$ cat src/design/ghash_pkg.sv
`timescale 1ns / 1ps

package ghash_pkg;

    // GCM reduction constant (x^128 + x^7 + x^2 + x + 1, bit-reflected form)
    localparam logic [63:0] GF_POLY = 64'hc200000000000000;

    // Configuration register indices
    localparam logic CFG_KEY_HIGH = 1'b0;
    localparam logic CFG_KEY_LOW  = 1'b1;

    localparam int unsigned DIGIT_W    = 32;
    localparam int unsigned BLOCK_BYTES = 16;

    typedef struct packed {
        logic [63:0] block_high;
        logic [63:0] block_low;
        logic [4:0]  byte_count;
        logic        first;
    } t_in_beat;

    typedef struct packed {
        logic [63:0] digest_high;
        logic [63:0] digest_low;
    } t_out_beat;

    // controller -> datapath
    typedef struct packed {
        logic       load;      // input beat accepted this cycle
        logic       mul_step;  // fold one key digit into the product
        logic [1:0] digit;     // digit step, 0 = most significant
        logic       reduce;    // reduce product into the accumulator
        logic       out_load;  // copy accumulator into output register
    } t_dp_cmd;

    // datapath -> controller
    typedef struct packed {
        logic absorb;          // offered beat carries data (count non-zero)
    } t_dp_status;

    // Leading-byte mask; counts above sixteen keep the whole block.
    function automatic logic [127:0] byte_mask(input logic [4:0] n);
        logic [127:0] m;
        m = '0;
        for (int i = 0; i < BLOCK_BYTES; i++) begin
            m[127 - 8*i -: 8] = (n > 5'(i)) ? 8'hff : 8'h00;
        end
        return m;
    endfunction

    // 128 x 32 carry-less product
    function automatic logic [159:0] clmul_128x32(input logic [127:0] a,
                                                  input logic [31:0]  b);
        logic [159:0] r;
        r = '0;
        for (int i = 0; i < DIGIT_W; i++) begin
            if (b[i]) begin
                r = r ^ ({32'b0, a} << i);
            end
        end
        return r;
    endfunction

    // Two-step fold of a 256-bit product by the 0xc2 polynomial
    function automatic logic [127:0] gf_reduce(input logic [255:0] z);
        logic [63:0] lol, loh, hil, hih;
        logic [63:0] rl, rh, sl, sh;
        lol = z[63:0];
        loh = z[127:64];
        hil = z[191:128];
        hih = z[255:192];
        rl  = (lol << 63) ^ (lol << 62) ^ (lol << 57);
        rh  = (lol >> 1) ^ (lol >> 2) ^ (lol >> 7);
        loh = loh ^ rl;
        hih = hih ^ loh;
        hil = hil ^ lol ^ rh;
        sl  = (loh << 63) ^ (loh << 62) ^ (loh << 57);
        sh  = (loh >> 1) ^ (loh >> 2) ^ (loh >> 7);
        return {hih ^ sh, hil ^ sl};
    endfunction

endpackage

$ cat src/design/ghash_ctrl.sv
`timescale 1ns / 1ps

module ghash_ctrl (
    input  logic                  i_clk,
    input  logic                  i_rst_n,
    input  logic                  i_in_valid,
    output logic                  o_in_ready,
    output logic                  o_out_valid,
    input  logic                  i_out_ready,
    output ghash_pkg::t_dp_cmd    o_cmd,
    input  ghash_pkg::t_dp_status i_status
);

    typedef enum logic [1:0] {
        S_IDLE,
        S_MUL,
        S_RED,
        S_OUT
    } t_state;

    t_state     r_state;
    logic [1:0] r_cnt;
    logic       r_out_valid;
    logic       accept;
    logic       out_free;

    assign o_in_ready  = (r_state == S_IDLE);
    assign accept      = i_in_valid && o_in_ready;
    assign out_free    = !r_out_valid || i_out_ready;
    assign o_out_valid = r_out_valid;

    always_comb begin
        o_cmd          = '0;
        o_cmd.load     = accept;
        o_cmd.mul_step = (r_state == S_MUL);
        o_cmd.digit    = r_cnt;
        o_cmd.reduce   = (r_state == S_RED);
        o_cmd.out_load = (r_state == S_OUT) && out_free;
    end

    always_ff @(posedge i_clk) begin
        if (!i_rst_n) begin
            r_state     <= S_IDLE;
            r_cnt       <= '0;
            r_out_valid <= 1'b0;
        end else begin
            if (r_out_valid && i_out_ready) begin
                r_out_valid <= 1'b0;
            end
            unique case (r_state)
                S_IDLE: begin
                    if (accept) begin
                        r_cnt   <= '0;
                        r_state <= i_status.absorb ? S_MUL : S_OUT;
                    end
                end
                S_MUL: begin
                    r_cnt <= r_cnt + 2'd1;
                    if (r_cnt == 2'd3) begin
                        r_state <= S_RED;
                    end
                end
                S_RED: begin
                    r_state <= S_OUT;
                end
                S_OUT: begin
                    if (out_free) begin
                        r_out_valid <= 1'b1;
                        r_state     <= S_IDLE;
                    end
                end
                default: begin
                    r_state <= S_IDLE;
                end
            endcase
        end
    end

    a_absorb_starts_mul: assert property (@(posedge i_clk) disable iff (!i_rst_n)
        (accept && i_status.absorb) |=> (r_state == S_MUL && r_cnt == 2'd0))
        else $error("absorbing beat did not start the multiply");

    a_mul_then_reduce: assert property (@(posedge i_clk) disable iff (!i_rst_n)
        (r_state == S_MUL && r_cnt == 2'd3) |=> (r_state == S_RED))
        else $error("reduction did not follow the last digit");

    a_no_result_overwrite: assert property (@(posedge i_clk) disable iff (!i_rst_n)
        (r_out_valid && !i_out_ready) |-> !o_cmd.out_load)
        else $error("held result overwritten");

    a_idle_only_loads: assert property (@(posedge i_clk) disable iff (!i_rst_n)
        o_cmd.load |-> (!o_cmd.mul_step && !o_cmd.reduce && !o_cmd.out_load))
        else $error("load issued while busy");

endmodule

$ cat config.mk
export PLATFORM = sky130hd
export DESIGN_NAME = ghash_ctrl
export DESIGN_NICKNAME = d
export VERILOG_FILES = /design/src/design/ghash_pkg.sv /design/src/design/ghash_ctrl.sv
export SDC_FILE = /design/constraint.sdc
export NUM_CORES = 1
export LEC_CHECK = 0
export BUFFER_PORTS_ARGS = -buffer_cell sky130_fd_sc_hd__buf_2
export CAP_MARGIN = 20
export CORE_AREA = 2 2 39 41
export DETAILED_ROUTE_END_ITERATION = 10
export DIE_AREA = 0 0 41 43
export HOLD_SLACK_MARGIN = 0.12
export SETUP_SLACK_MARGIN = 0.05
export SLEW_MARGIN = 40
export SYNTH_ARGS = -nofsm -noshare
export SYNTH_HDL_FRONTEND = slang
export SYNTH_SLANG_ARGS = --single-unit
$ cat constraint.sdc
create_clock -name i_clk -period 1.5 [get_ports i_clk]
set_clock_uncertainty 0.15 [all_clocks]
set_input_delay 0.375 -clock i_clk [delete_from_list [all_inputs] [get_ports i_clk]]
set_output_delay 0.375 -clock i_clk [all_outputs]
set_load 0.02 [all_outputs]
==> summary.txt <==
Violated checks - setup timing
Detailed Place HPWL - 543 um
Initial antenna violation count - 0
Mapped Area - 317.8 sq um
Switching pwr - 0.0004742 W
#FFs+latches synth - 5
Residual DRC count - 0
Gate power share - 68.7%
Distinct cells, synth - 17
Largest family of logic cells by synthesized area - adder cells
Die footprint - 1763 sq um
Max-slew headroom - 81.44%
Flop2flop setup slack - -0.09 ns
Area grow syn2layout - 82.68%
Max FO, Critical Path - 4
Skew-Pair Late Insertion Delay - 0.24 ns
CTS sink count - 5
Synth Area in Compound Gates - 14.57%
First-pass GRT wire length - 1166 um
Most frequent cells in the layout - 9 x buf_6, 7 x buf_2, 4 x nand2_1, 4 x buf_4
I/O pins - 13
Critical Path RT - 0.97 ns
# rows - 14
Simple-Gate Fraction of Synth Area - 17.72%
Vias - 325
Sw Ratio - 37.58%
Fin. max-slew vios - 0
Setup crit start kind - flop
Clock Tree Root - clkbuf_4
Int Pwr - 0.0007876 W
Final hold vios - 0
Adder-cell share of the synthesized area - 19.69%
Drt total wl - 777 um
Post-synth top area share - 31.50%
Pre-CTS setup slack - 0.004824 ns
GRT Util Overall - 9.829%
Post-Synth XOR/XNOR Area - 0%
Chip width - 41 um
Final-stage net count - 68
Synthesized area per cell - 9.347 sq um
Static leakage - 0.2688 nW
CTS clk-pin slew, worst paths - 0.04 ns
Unrepaired setup endpoints after global routing - yes
Vias in the first global route - 313
Die height - 43 um
Top achievable clock speed - 620.2 MHz
Post-synthesis sequential area ratio - 31.50%
Critical path capture point type - output port
Dpl cell area - 457.9 sq um
Status - complete, but fails checks
Worst hold path type - input port to flop
Initial DRT Pass Iterations - 4
Yosys warnings - 0
Gr ovfl total - 0
Drt wl/cell - 10.64 um
Worst-Margin Slew - 0.2784 ns
CTS Buffer Depth - 2
Via density - 4.452
Final cycle utilization of the critical path - 107.5%
Synth area leader - dfxtp_1
Starting Density - 22.97%
Crit path kind - flop to output port
Final worst path period need - 1.612 ns
Cts bufs inserted - 3
Largest net degree at the start of global routing - 8
Max_cap viols - 0
Placeable Area - 1384 sq um
Antenna-violating nets left - 0
Maximum vdd ir drop - 0.9952 mV
# H-tree levels - 1
Post-layout power - 0.001262 W
Final Cell Area - 580.6 sq um
Number of diodes - 0
Port Buffers - 12
Mux share of post-synthesis cell area - 9.449%
Most common cell after layout, fill and taps aside - buf_6
Part of the power in registers - 19.0%
Post-Syn Nets - 44
Final WS setup - -0.1124 ns
Critical path arrival - 1.09 ns
Number of DRC markers in iteration 0 - 8
Share of cells above drive strength 1 - 57.89%
Top post-synthesis cells by area - dfxtp_1 31%, ha_1 20%, mux2i_1 9.4%
Routability cong. - 0.6853
Clock network power share - 12.3%
Power per Cell Area - 2173 nW/um^2
Setup violators final - 7
CTS tree - yes
Cells after Synth - 34
==> area by class of cell <==
cell class / instances / area [sq um]
Multi-Input combinational cell: 24 / 240.2
Tap cell: 16 / 20.02
Inverter: 4 / 20.02
Clock buffer: 4 / 26.28
Sequential cell: 5 / 107.6
Fill cell: 133 / 803.3
Timing Repair Buffer: 20 / 166.4
==> worst paths after layout <==
| path | start | to | depth (start not counted) |
|---|---|---|---|
| min reg2reg | r_cnt[0] | r_cnt[0] | 2 |
| max reg2reg | r_state[0] | r_state[0] | 6 |
| min | i_rst_n | o_out_valid | 2 |
| max | r_state[0] | o_cmd[0] | 3 |
==> cells by family (layout without fill, tap and decap cells) <==
family | Yosys count | in the layout
buf+inv | 5 | 28
mux | 3 | 3
compound gates | 6 | 6
fa+ha+maj | 5 | 5
simple gates | 10 | 10
flops | 5 | 5
==> registers in the layout (all words and copies together) (netlist names) <==
register,flops
o_out_valid,1
r_cnt,2
r_state,2
==> Yosys cell counts <==
cell type,number
a222oi_1,1
a21boi_0,1
buf_4,1
ha_1,5
and2b_1,1
and2_2,1
inv_1,4
nand2_1,4
o211ai_1,1
o21ai_0,1
a32oi_1,1
nand2b_1,1
mux2i_1,3
o21a_1,1
nor2b_1,2
nand3b_1,1
dfxtp_1,5
==> metrics by stage <==
| step | setup TNS [ns] | util [%] | instances | hold WS (ns) |
|---|---|---|---|---|
| detailed placement | 0 | 33.09 | 66 | 0.3330 |
| CTS | -0.7047 | 41.23 | 73 | 0.2800 |
| global placement | 0 | 33.09 | 66 | 0.3293 |
| finish | -0.6202 | 41.95 | 73 | 0.2867 |
| global route | -1.057 | 41.95 | 73 | 0.2829 |
| floorplan | -0.02048 | - | 34 | 0.3104 |
==> layer usage <==
metal	GRT usage, %	up-vias	wire, um
met2	15.31	15	395
met5	0	-	0
li1	-	162	-
met3	6.283	0	58
met1	10.90	148	323
met4	2.000	0	0
==> power groups by stage <==
stage / registers [W] / clock network [W] / logic, W
2_1_floorplan: 0.000238 / 0 / 0.000398
3_3_place_gp: 0.000232 / 0 / 0.000601
3_5_place_dp: 0.000235 / 0 / 0.000603
4_1_cts: 0.000236 / 0.000162 / 0.000842
5_1_grt: 0.000249 / 0.000175 / 0.000931
6_report: 0.000239 / 0.000155 / 0.000867
==> what timing repair did <==
action,CTS,global route
setup buffers,3,0
hold buffers,0,0
setup endpoints to repair,7,9
resized for setup,20,3
pin swaps,2,4
==> critical path, cell delays in order (launching register included) <==
cell and delay (ns):
dfxtp_4 0.38, ha_2 0.19, nor2b_1 0.13, buf_4 0.15
No activity file was read; power rests on OpenSTA's default activity.
